===== config.mk =====
export PLATFORM = sky130hd
export DESIGN_NAME = mic_dc_block_and_voice_activity
export DESIGN_NICKNAME = d
export VERILOG_FILES = /design/src/mdv_pkg.sv /design/src/mdv_mul.sv /design/src/mdv_div.sv /design/src/mic_dc_block_and_voice_activity.sv
export SDC_FILE = /design/constraint.sdc
export NUM_CORES = 1
export LEC_CHECK = 0
export BUFFER_PORTS_ARGS = -buffer_cell sky130_fd_sc_hd__clkbuf_2
export CORE_MARGIN = 4
export CORE_UTILIZATION = 55
export CTS_CLUSTER_DIAMETER = 60
export DETAILED_ROUTE_END_ITERATION = 10
export PLACE_DENSITY = 0.73
export SLEW_MARGIN = 20
export SYNTH_ARGS = -nofsm -noshare
export SYNTH_HDL_FRONTEND = slang
export SYNTH_SLANG_ARGS = --single-unit

===== constraint.sdc =====
create_clock -name clk -period 16.2 [get_ports clk]
set_clock_uncertainty 0.2 [all_clocks]
set_input_delay 0.81 -clock clk [delete_from_list [all_inputs] [get_ports clk]]
set_output_delay 0.81 -clock clk [all_outputs]
set_load 0.005 [all_outputs]

===== src/mdv_pkg.sv =====
`timescale 1ns / 1ps
package mdv_pkg;
  localparam int ChunkMax = 1024;
  localparam int CntW = 11;
  localparam int SumW = 26;

  localparam logic [1:0] MODE_SAMPLE = 2'd0;
  localparam logic [1:0] MODE_START  = 2'd1;
  localparam logic [1:0] MODE_STOP   = 2'd2;
  localparam logic [1:0] MODE_ABORT  = 2'd3;

  localparam logic [2:0] REG_COEFF        = 3'd0;
  localparam logic [2:0] REG_VAD_THRESH   = 3'd1;
  localparam logic [2:0] REG_SPEECH_TMO   = 3'd2;
  localparam logic [2:0] REG_INITIAL_TMO  = 3'd3;
  localparam logic [2:0] REG_FLUSH_CHUNKS = 3'd4;

  typedef enum logic [2:0] {
    ST_IDLE,
    ST_MUL,
    ST_ADD,
    ST_DIV,
    ST_FIN,
    ST_OUT
  } state_t;
endpackage


===== src/mdv_mul.sv =====
`timescale 1ns / 1ps
// Bit-serial signed x unsigned multiply, one coefficient bit per cycle.
module mdv_mul (
  input  logic               clk,
  input  logic               rst,
  input  logic               start,
  input  logic signed [31:0] a,
  input  logic        [15:0] coeff,
  output logic signed [32:0] fb,
  output logic               done
);
  logic [32:0] amag;
  logic [15:0] b;
  logic [48:0] prod;
  logic [3:0]  cnt;
  logic        busy;
  logic        neg;
  logic [32:0] aext;
  logic [33:0] psum;
  logic [32:0] mag;

  assign aext = {a[31], a};
  assign psum = {1'b0, prod[48:16]} + (b[0] ? {1'b0, amag} : 34'd0);
  assign mag  = prod[48:16];
  assign fb   = neg ? $signed(~mag + 33'd1) : $signed(mag);

  always_ff @(posedge clk) begin
    if (rst) begin
      busy <= 1'b0;
      done <= 1'b0;
      cnt  <= '0;
    end else begin
      done <= 1'b0;
      if (start) begin
        busy <= 1'b1;
        cnt  <= 4'd15;
        neg  <= aext[32];
        amag <= aext[32] ? (~aext + 33'd1) : aext;
        b    <= coeff;
        prod <= '0;
      end else if (busy) begin
        prod <= {psum, prod[15:1]};
        b    <= {1'b0, b[15:1]};
        cnt  <= cnt - 4'd1;
        if (cnt == 4'd0) begin
          busy <= 1'b0;
          done <= 1'b1;
        end
      end
    end
  end
endmodule


===== src/mdv_div.sv =====
`timescale 1ns / 1ps
// Restoring divider, one quotient bit per cycle.
module mdv_div (
  input  logic                       clk,
  input  logic                       rst,
  input  logic                       start,
  input  logic [mdv_pkg::SumW-1:0]   dividend,
  input  logic [mdv_pkg::CntW-1:0]   divisor,
  output logic [15:0]                quotient,
  output logic                       done
);
  logic [mdv_pkg::SumW-1:0] q;
  logic [mdv_pkg::CntW-1:0] d;
  logic [mdv_pkg::CntW-1:0] rem;
  logic [4:0]               cnt;
  logic                     busy;
  logic [mdv_pkg::CntW:0]   trial;
  logic                     ge;

  assign trial    = {rem, q[mdv_pkg::SumW-1]};
  assign ge       = trial >= {1'b0, d};
  assign quotient = q[15:0];

  always_ff @(posedge clk) begin
    if (rst) begin
      busy <= 1'b0;
      done <= 1'b0;
      cnt  <= '0;
    end else begin
      done <= 1'b0;
      if (start) begin
        busy <= 1'b1;
        cnt  <= 5'(mdv_pkg::SumW - 1);
        q    <= dividend;
        d    <= divisor;
        rem  <= '0;
      end else if (busy) begin
        rem <= ge ? mdv_pkg::CntW'(trial - {1'b0, d}) : trial[mdv_pkg::CntW-1:0];
        q   <= {q[mdv_pkg::SumW-2:0], ge};
        cnt <= cnt - 5'd1;
        if (cnt == 5'd0) begin
          busy <= 1'b0;
          done <= 1'b1;
        end
      end
    end
  end
endmodule


===== src/mic_dc_block_and_voice_activity.sv =====
`timescale 1ns / 1ps
// A sample passes the MUL, ADD, (on a chunk close) DIV and FIN, and OUT states; s_tready is
// high only in IDLE, so no item is taken until the previous sample is through; control items stay in IDLE.
// The 16-step serial feedback multiplier and the 26-step serial divider do the slow work.
// Reset: synchronous, active high; clears filter history, session state and the registers
// to their defaults (coefficient 65208, threshold 500, timeouts 1500/5000 ms, flush 20).
module mic_dc_block_and_voice_activity (
  input  logic        clk,
  input  logic        rst,
  input  logic        s_tvalid,
  output logic        s_tready,
  input  logic [31:0] s_tdata,   // raw_word
  input  logic [1:0]  s_tuser,   // mode
  input  logic        s_tlast,   // chunk_end
  output logic        m_tvalid,
  input  logic        m_tready,
  output logic [31:0] m_tdata,   // filtered_sample, chunk_average
  output logic [2:0]  m_tuser,   // voice_active, stop_armed, stream_finished
  output logic        m_tlast,   // chunk_last
  input  logic        cfg_valid,
  output logic        cfg_ready,
  input  logic [2:0]  cfg_index,
  input  logic [15:0] cfg_data
);
  mdv_pkg::state_t state, state_next;

  logic [15:0] fb_coeff, vad_threshold, speech_tmo, initial_tmo;
  logic [7:0]  flush_count;

  logic signed [15:0] prev_input;
  logic signed [31:0] prev_output;
  logic        streaming, speech_heard, stop_pending;
  logic [31:0] silence_ms;
  logic [7:0]  flush_left;
  logic [mdv_pkg::SumW-1:0] abs_sum;
  logic [mdv_pkg::CntW-1:0] chunk_samples;

  logic signed [15:0] x;
  logic        chunk_end;
  logic signed [15:0] ys;
  logic        closing, finished;

  logic        mul_start, mul_done, div_start, div_done;
  logic signed [32:0] fb;
  logic [15:0] quotient;

  logic        accept;
  logic signed [34:0] y;
  logic signed [15:0] ys_c;
  logic [15:0] mag;
  logic [mdv_pkg::SumW-1:0] sum_next;
  logic [mdv_pkg::CntW-1:0] cnt_next;
  logic        close_now;
  logic        voice;
  logic        voice_q;
  logic [32:0] sil_sum;
  logic [31:0] sil_new;
  logic        heard_new;
  logic [15:0] timeout;
  logic        out_free;

  assign s_tready  = (state == mdv_pkg::ST_IDLE);
  assign cfg_ready = 1'b1;
  assign accept    = s_tvalid && s_tready;
  assign out_free  = !m_tvalid || m_tready;
  assign mul_start = accept && s_tuser == mdv_pkg::MODE_SAMPLE && streaming;

  mdv_mul u_mul (
    .clk(clk), .rst(rst), .start(mul_start), .a(prev_output),
    .coeff(fb_coeff), .fb(fb), .done(mul_done)
  );

  assign y = 35'(x) - 35'(prev_input) + 35'(fb);
  always_comb begin
    if (y > 35'sd32767) ys_c = 16'sd32767;
    else if (y < -35'sd32768) ys_c = -16'sd32768;
    else ys_c = y[15:0];
  end
  assign mag       = ys_c[15] ? 16'(-ys_c) : ys_c;
  assign sum_next  = abs_sum + mdv_pkg::SumW'(mag);
  assign cnt_next  = chunk_samples + mdv_pkg::CntW'(1);
  assign close_now = chunk_end || (cnt_next == mdv_pkg::CntW'(mdv_pkg::ChunkMax));
  assign div_start = (state == mdv_pkg::ST_ADD) && close_now;

  mdv_div u_div (
    .clk(clk), .rst(rst), .start(div_start), .dividend(sum_next),
    .divisor(cnt_next), .quotient(quotient), .done(div_done)
  );

  assign voice     = quotient > vad_threshold;
  assign sil_sum   = {1'b0, silence_ms} + 33'(chunk_samples[mdv_pkg::CntW-1:4]);
  assign sil_new   = voice ? 32'd0 : (sil_sum[32] ? 32'hFFFF_FFFF : sil_sum[31:0]);
  assign heard_new = speech_heard || voice;
  assign timeout   = heard_new ? speech_tmo : initial_tmo;

  always_comb begin
    state_next = state;
    case (state)
      mdv_pkg::ST_IDLE: if (mul_start) state_next = mdv_pkg::ST_MUL;
      mdv_pkg::ST_MUL:  if (mul_done) state_next = mdv_pkg::ST_ADD;
      mdv_pkg::ST_ADD:  state_next = close_now ? mdv_pkg::ST_DIV : mdv_pkg::ST_OUT;
      mdv_pkg::ST_DIV:  if (div_done) state_next = mdv_pkg::ST_FIN;
      mdv_pkg::ST_FIN:  state_next = mdv_pkg::ST_OUT;
      mdv_pkg::ST_OUT:  if (out_free) state_next = mdv_pkg::ST_IDLE;
      default:          state_next = mdv_pkg::ST_IDLE;
    endcase
  end

  always_ff @(posedge clk) begin
    if (rst) state <= mdv_pkg::ST_IDLE;
    else state <= state_next;
  end

  always_ff @(posedge clk) begin
    if (rst) begin
      fb_coeff      <= 16'd65208;
      vad_threshold <= 16'd500;
      speech_tmo    <= 16'd1500;
      initial_tmo   <= 16'd5000;
      flush_count   <= 8'd20;
      prev_input    <= '0;
      prev_output   <= '0;
      streaming     <= 1'b0;
      speech_heard  <= 1'b0;
      stop_pending  <= 1'b0;
      silence_ms    <= '0;
      flush_left    <= '0;
      abs_sum       <= '0;
      chunk_samples <= '0;
      m_tvalid      <= 1'b0;
    end else begin
      if (cfg_valid && cfg_ready) begin
        case (cfg_index)
          mdv_pkg::REG_COEFF:        fb_coeff      <= cfg_data;
          mdv_pkg::REG_VAD_THRESH:   vad_threshold <= cfg_data;
          mdv_pkg::REG_SPEECH_TMO:   speech_tmo    <= cfg_data;
          mdv_pkg::REG_INITIAL_TMO:  initial_tmo   <= cfg_data;
          mdv_pkg::REG_FLUSH_CHUNKS: flush_count   <= cfg_data[7:0];
          default: ;
        endcase
      end
      if (accept) begin
        case (s_tuser)
          mdv_pkg::MODE_START: if (!streaming) begin
            streaming     <= 1'b1;
            speech_heard  <= 1'b0;
            silence_ms    <= '0;
            abs_sum       <= '0;
            chunk_samples <= '0;
          end
          mdv_pkg::MODE_STOP: begin
            stop_pending <= 1'b1;
            flush_left   <= flush_count;
          end
          mdv_pkg::MODE_ABORT: streaming <= 1'b0;
          default: begin
            x         <= $signed(s_tdata[29:14]);
            chunk_end <= s_tlast;
          end
        endcase
      end
      if (state == mdv_pkg::ST_ADD) begin
        prev_input    <= x;
        prev_output   <= y[31:0];
        ys            <= ys_c;
        abs_sum       <= sum_next;
        chunk_samples <= cnt_next;
        closing       <= close_now;
        finished      <= close_now && stop_pending && (flush_left == 8'd0);
        if (close_now && stop_pending) begin
          if (flush_left != 8'd0) begin
            flush_left <= flush_left - 8'd1;
          end else begin
            streaming    <= 1'b0;
            stop_pending <= 1'b0;
          end
        end
      end
      if (state == mdv_pkg::ST_FIN) begin
        speech_heard  <= heard_new;
        if (sil_new >= 32'(timeout) && !stop_pending) begin
          stop_pending <= 1'b1;
          flush_left   <= flush_count;
          silence_ms   <= '0;
        end else begin
          silence_ms   <= sil_new;
        end
        abs_sum       <= '0;
        chunk_samples <= '0;
      end
      if (state == mdv_pkg::ST_OUT && out_free) begin
        m_tvalid <= 1'b1;
        m_tlast  <= closing;
        if (closing) begin
          m_tdata <= {quotient, ys};
          m_tuser <= {finished, stop_pending, voice_q};
        end else begin
          m_tdata <= {16'd0, ys};
          m_tuser <= 3'd0;
        end
      end else if (m_tready) begin
        m_tvalid <= 1'b0;
      end
    end
  end

  always_ff @(posedge clk) begin
    if (state == mdv_pkg::ST_FIN) voice_q <= voice;
  end
endmodule


==> flow_summary_export.csv, run 1 <==
group,metric,value,unit
synth,synth_cell_types,87,
sta,finalHoldWorstSlack,0.196,ns
global_route,grt_remaining_overflow,0,
detailed_routing,vias,21500,
synth,yosysTopAreaCellShare,0.238,
hold_path,min_from,"s_tdata[14]",
synth,syn_area,25600,µm²
layout,drive_above_1_share,0.0736,
pwr,peakVddDrop,0.0879,mV
floorplanning,die_w,224,µm
detailed_routing,first_pass_iters,5,
synth,seq_area_frac_synth,0.407,
critical_path,worstSetupStartpointType,"flip-flop",
synth,synth_compound_area_frac,0.175,
layout,fill_cells,3931,
synth,yosysTopAreaCell,"edfxtp_1",
pwr,p_total,2.43,mW
layout,multi_input_comb_area,14200,µm²
synth,synth_most_common_cell,"nand2_1",
global_route,met1_usage,0.349,
critical_path,r2r_setup_slack,4.84,ns
hold_path,hold_path.class,"input port to flip-flop",
floorplanning,fp-row-count,78,
clock_network,cts.clk_slew.worst_paths,0.06,ns
synth,synthMuxAreaShare,0.00908,
sta,fin_tns_setup,0,ns
synth,syn_inst,2912,
detailed_routing,routed_wl,65.7,mm
synth,synth_common_cells,"nand2_1 (467), a21oi_1 (222), dfxtp_1 (217)",
critical_path,crit_required,16.32,ns
critical_path,r2r-end,"u_div.q[19]",
floorplanning,coreArea,45800,µm²
synth,async_flop_share,0,
detailed_routing,wl_per_cell,18.4,µm
critical_path,path_delay_family,"simple AND/OR/NAND/NOR gates",
detailed_routing,postRouteAntennaNets,0,
placed_design,hpwl,47.2,mm
critical_path,slowest_stage,"a211oi_1",
global_route,grt.met2_usage,0.428,
synth,ys_warn_count,0,
clock_network,clock_path_buffers,3,
synth,synth.avg_cell_area,8.81,µm²
placed_design,port_buffers,80,
clock_network,clkSinkCount,420,
hold_path,min_path_cells,1,
synth,synthAdderAreaFrac,0.0977,
synth,synth_top_family_by_area,"simple AND/OR/NAND/NOR gates",
detailed_routing,drcViolationCount,0,
global_route,grt_usage,0.256,
critical_path,crit_buf_inv,2,
sta,rsz0062_at_grt,"false",
sta,finalCritPeriodShare,0.701,
critical_path,reg2reg_from,"u_mul.prod[16]",
critical_path,ff2ff_path_depth,38,
sta,setup_viol_count_final,0,
global_route,grt_pass1_vias,20700,
clock_network,cts_buffers,48,
critical_path,max_stage_delay,0.59,ns
critical_path,crit_fanout,9,
global_route,grt_pass1_wl,106,mm
layout,postLayoutCoreUtil,0.616,
detailed_routing,avgViaCountPerCell,6.02,
synth,syn-num-nets,3149,
layout,seq_area,10400,µm²
layout,nets,3173,
clock_network,h-tree-depth,2,
hold_path,min_to,"x[0]",
clock_network,clk_latency,0.59,ns
synth,yosys-top-cells-area,"edfxtp_1 (24%), dfxtp_1 (17%), ha_1 (6.9%)",
global_route,grt_util_met3,0.0325,
global_route,grt_max_degree,139,
global_route,grt_busiest_layer,"met2",
detailed_routing,drtIter0Drc,1745,
clock_network,post_cts_buffers,0,
sta,period_minus_slack,11.36,ns
clock_network,root_buffer,"clkbuf_16",
sta,tightest_slew,1.09,ns
critical_path,crit_arrival,11.48,ns
synth,synth-simple-area-share,0.211,
synth,synthFlopType,"dfxtp_1",
global_route,antenna_found_initial,0,
sta,slew_headroom,0.271,
pwr,total_leakage_power,11.1,nW
clock_network,cts-resized-gates,0,
layout,n_antenna_cell,0,
sta,fmax,88.0,MHz
pwr,power.density,86.1,nW/µm²
floorplanning,initial_core_util,0.560,
synth,synth_xor_area_frac,0.0590,
flow_run,maxCapViolCount,0,
floorplanning,ioPinCount,98,
floorplanning,die_area,50100,µm²
layout,synthToLayoutAreaGrowth,9.93,%
critical_path,endpoint_kind,"flip-flop",
clock_network,holdBufCountCts,0,
clock_network,cts_tree,"done",
floorplanning,fp.dieH,224,µm
placed_design,gp_congestion,0.898,
sta,hold_viol_final,0,
critical_path,critPathKind,"flip-flop to flip-flop",
sta,maxSlewViolCount,0,
synth,synth-edff-count,203,
run_status,outcome,"completed",
synth,ys_ff_latch,420,
[cells in the final DEF, fill, tap and decap left out, drive strengths merged, types with 12 or more instances in the layout]
| cell | instances |
|---|---|
| nand2 | 467 |
| a21oi | 224 |
| dfxtp | 217 |
| nor2 | 205 |
| edfxtp | 203 |
| o21ai | 167 |
| clkbuf | 148 |
| inv | 145 |
| ha | 141 |
| xnor2 | 105 |
| nor3 | 81 |
| and2 | 72 |
| nand3 | 70 |
| xor2 | 67 |
| a21o | 52 |
| a31oi | 38 |
| fa | 37 |
| nand3b | 34 |
| and3 | 33 |
| o31ai | 31 |
| nand4 | 31 |
| or3 | 27 |
| a211oi | 26 |
| o21a | 25 |
| buf | 25 |
| nand2b | 22 |
| mux2i | 21 |
| a22oi | 21 |
| nor2b | 18 |
| nor4 | 17 |
| or4 | 15 |
| or2 | 13 |
| o211ai | 12 |
[routing by layer]
layer / vias up / routed length (µm)
met5: - / 0
met3: 133 / 3620
met2: 662 / 31000
li1: 10400 / -
met4: 0 / 1940
met1: 10300 / 29200
[sequential cells by signal, indices dropped and copies added, names as in the netlist, 8 cells and up]
name and count:
u_mul.amag 33, u_mul.prod 33, m_tdata 32, prev_output 32
silence_ms 32, abs_sum 26, u_div.q 26, fb_coeff 16
initial_tmo 16, prev_input 16, speech_tmo 16, u_mul.b 16
vad_threshold 16, x 16, ys 16, chunk_samples 11
u_div.d 11, u_div.rem 11, flush_count 8, flush_left 8
[cell families (layout without fill, tap and decap cells)]
kind of cell,Yosys count,in the layout
AND/OR/NAND/NOR,1138,1138
AO/OA/AOI/OAI,707,707
flip-flops,420,420
buffers and inverters,272,336
adder cells (fa/ha/maj),178,178
XOR/XNOR,172,172
multiplexers,23,23
other,2,2
[power breakdown]
part	switching, mW	leakage [nW]	internal (mW)
Combinational	0.103	6.64	0.0530
Sequential	0.00532	3.59	1.11
Clock	0.446	0.817	0.707
[metrics by stage]
stage / std cells / area (µm²) / setup slack, ns
detailed placement: 3486 / 26500 / 5.09
floorplan: 2912 / 25600 / 6.66
finish: 3576 / 28200 / 4.84
global route: 3576 / 28200 / 4.13
CTS: 3576 / 28200 / 5.04
global placement: 3486 / 26500 / 5.11
[worst max path at each step]
stage               cells past startpoint      startpoint          end
floorplan                              43  u_mul.prod[17]  u_div.q[19]
global placement                       38  u_mul.prod[16]  u_div.q[19]
detailed placement                     38  u_mul.prod[16]  u_div.q[19]
CTS                                    38  u_mul.prod[16]  u_div.q[19]
global route                           39  u_mul.prod[16]  u_div.q[24]
finish                                 38  u_mul.prod[16]  u_div.q[19]
[layout make-up]
class / instances / area share
Multi-Input combinational cell: 2220 / 0.503
Sequential cell: 420 / 0.370
Clock buffer: 69 / 0.0491
Tap cell: 600 / 0.0266
Timing Repair Buffer: 104 / 0.0211
Inverter: 142 / 0.0189
Clock inverter: 21 / 0.0105
(Power assumes the default switching activity.)
==> run 2, diff against run 1 <==
- PLACE_DENSITY: 0.73 -> 0.76
- clock period: 16.2 -> 10.4 ns (I/O delays scaled with it)
==> run 2 against run 1 <==
  * Worst setup slack worse by 4.4 ns
  * Die area unchanged
  * First-iteration DRC count grew 18%
  * Critical endpoint is now u_div.q[24]
  * Largest power group is now registers
  * Highest routed layer unchanged
==> flow_summary_export.csv, run 2 (synthesis results as in run 1) <==
group,metric,value,unit
run_status,outcome,"completed",
clock_network,root_buffer,"clkbuf_16",
sta,period_minus_slack,9.96,ns
critical_path,crit_arrival,10.07,ns
flow_run,maxCapViolCount,0,
pwr,power.density,130,nW/µm²
sta,slew_headroom,0.252,
pwr,p_total,3.70,mW
global_route,grt_pass1_vias,21100,
layout,drive_above_1_share,0.0813,
global_route,grt_remaining_overflow,0,
critical_path,crit_required,10.51,ns
detailed_routing,avgViaCountPerCell,6.04,
layout,final_cell_mix,"nand2_1 (465), a21oi_1 (222), dfxtp_1 (217)",
detailed_routing,drcViolationCount,0,
floorplanning,initial_core_util,0.560,
detailed_routing,postRouteAntennaNets,0,
critical_path,crit_buf_inv,2,
layout,synthToLayoutAreaGrowth,10.8,%
clock_network,cts_tree,"done",
global_route,grt_usage,0.261,
critical_path,crit_fanout,8,
sta,setup_viol_count_final,0,
floorplanning,fp.dieH,224,µm
pwr,clock_power_share,0.460,
detailed_routing,vias,21800,
sta,maxSlewViolCount,0,
detailed_routing,routed_wl,67.2,mm
pwr,swShare,0.238,
critical_path,critPathKind,"flip-flop to flip-flop",
detailed_routing,first_pass_iters,6,
hold_path,hold_path.class,"input port to flip-flop",
global_route,grt_pass1_wl,108,mm
sta,finalCritPeriodShare,0.958,
placed_design,place_inst,3493,
clock_network,clkSinkCount,420,
floorplanning,die_area,50100,µm²
pwr,internal_power,2.82,mW
clock_network,cts_buffers,47,
pwr,switchingPower,0.882,mW
critical_path,endpoint_kind,"flip-flop",
pwr,peakVddDrop,0.139,mV
layout,reg_top3,"u_mul.amag: 33 flops, u_mul.prod: 33 flops",
pwr,power_frac_seq,0.471,
pwr,total_leakage_power,11.1,nW
critical_path,max_stage_delay,0.58,ns
floorplanning,die_w,224,µm
layout,final_common_cell,"nand2_1",
detailed_routing,drtIter0Drc,2052,
placed_design,port_buffers,80,
layout,fin_cells,3603,
global_route,grt_max_degree,110,
critical_path,slowest_stage,"or4b_1",
placed_design,hpwl,48.1,mm
sta,hold_viol_final,0,
critical_path,path_delay_family,"simple AND/OR/NAND/NOR gates",
global_route,antenna_found_initial,0,
clock_network,clock_path_buffers,3,
sta,fin_tns_setup,0,ns
floorplanning,ioPinCount,98,
clock_network,cts.clk_slew.worst_paths,0.06,ns
placed_design,gp_congestion,0.961,
floorplanning,coreArea,45800,µm²
floorplanning,fp-row-count,78,
sta,fmax,100,MHz
clock_network,clk_latency,0.60,ns
detailed_routing,wl_per_cell,18.6,µm
pwr,combPwrFrac,0.069,
layout,nets,3200,
critical_path,worstSetupStartpointType,"flip-flop",
layout,postLayoutCoreUtil,0.621,
clock_network,h-tree-depth,2,
critical_path,critPathMostFrequentCell,"ha_1",
sta,tightest_slew,1.12,ns
[run 2: timing repair]
item / in CTS / in global routing
endpoints found under the hold margin: 18 / 0
gates resized for setup: 1 / 18
hold buffers: 18 / 0
buffers inserted: 0 / 3
pin swaps: 0 / 4
endpoints found under the setup margin: 2 / 26
[run 2: through the flow]
step	setup WS, ns	hold WS (ns)	area [µm²]
6_report	0.437	0.0383	28400
4_1_cts	0.0932	0.00342	28300
5_1_grt	-0.0451	0.0248	28400
3_5_place_dp	0.0213	0.205	26500
3_3_place_gp	0.395	0.209	26500
2_1_floorplan	0.859	0.200	25600
[run 2: routing by layer]
metal	vias up	track usage	share of wire
met3	140	0.0358	0.065
met5	-	0	0
met4	0	0.0859	0.030
met1	10400	0.358	0.44
met2	773	0.430	0.47
li1	10500	-	-
[run 2: final timing paths]
check            startpoint            end  slack (ns)  cells past startpoint
max          u_mul.prod[17]    u_div.q[24]        0.44                     38
max reg2reg  u_mul.prod[17]    u_div.q[24]        0.44                     38
min reg2reg           ys[3]     m_tdata[3]        0.22                      0
min             cfg_data[8]  speech_tmo[8]        0.04                      3
[run 2: power groups by stage]
stage	Clock (mW)	Sequential (mW)	Combinational [mW]
floorplan	0	1.78	0.167
global placement	0	1.78	0.235
detailed placement	0	1.78	0.241
CTS	1.73	1.74	0.248
global route	1.79	1.74	0.279
finish	1.70	1.74	0.254
[run 2: area by class of cell]
cell class                      count  area, µm²
Sequential cell                   420      10400
Clock inverter                     22        243
Timing Repair Buffer              132        838
Inverter                          142        533
Tap cell                          600        751
Clock buffer                       66       1350
Multi-Input combinational cell   2220      14300
Antenna cell                        1       2.50
Fill cell                        3838      17400
[run 2: worst min-delay path: cells and delay by family]
kind          cells  cell delay, ns
simple gates      2            0.13
buf+inv           1            0.15
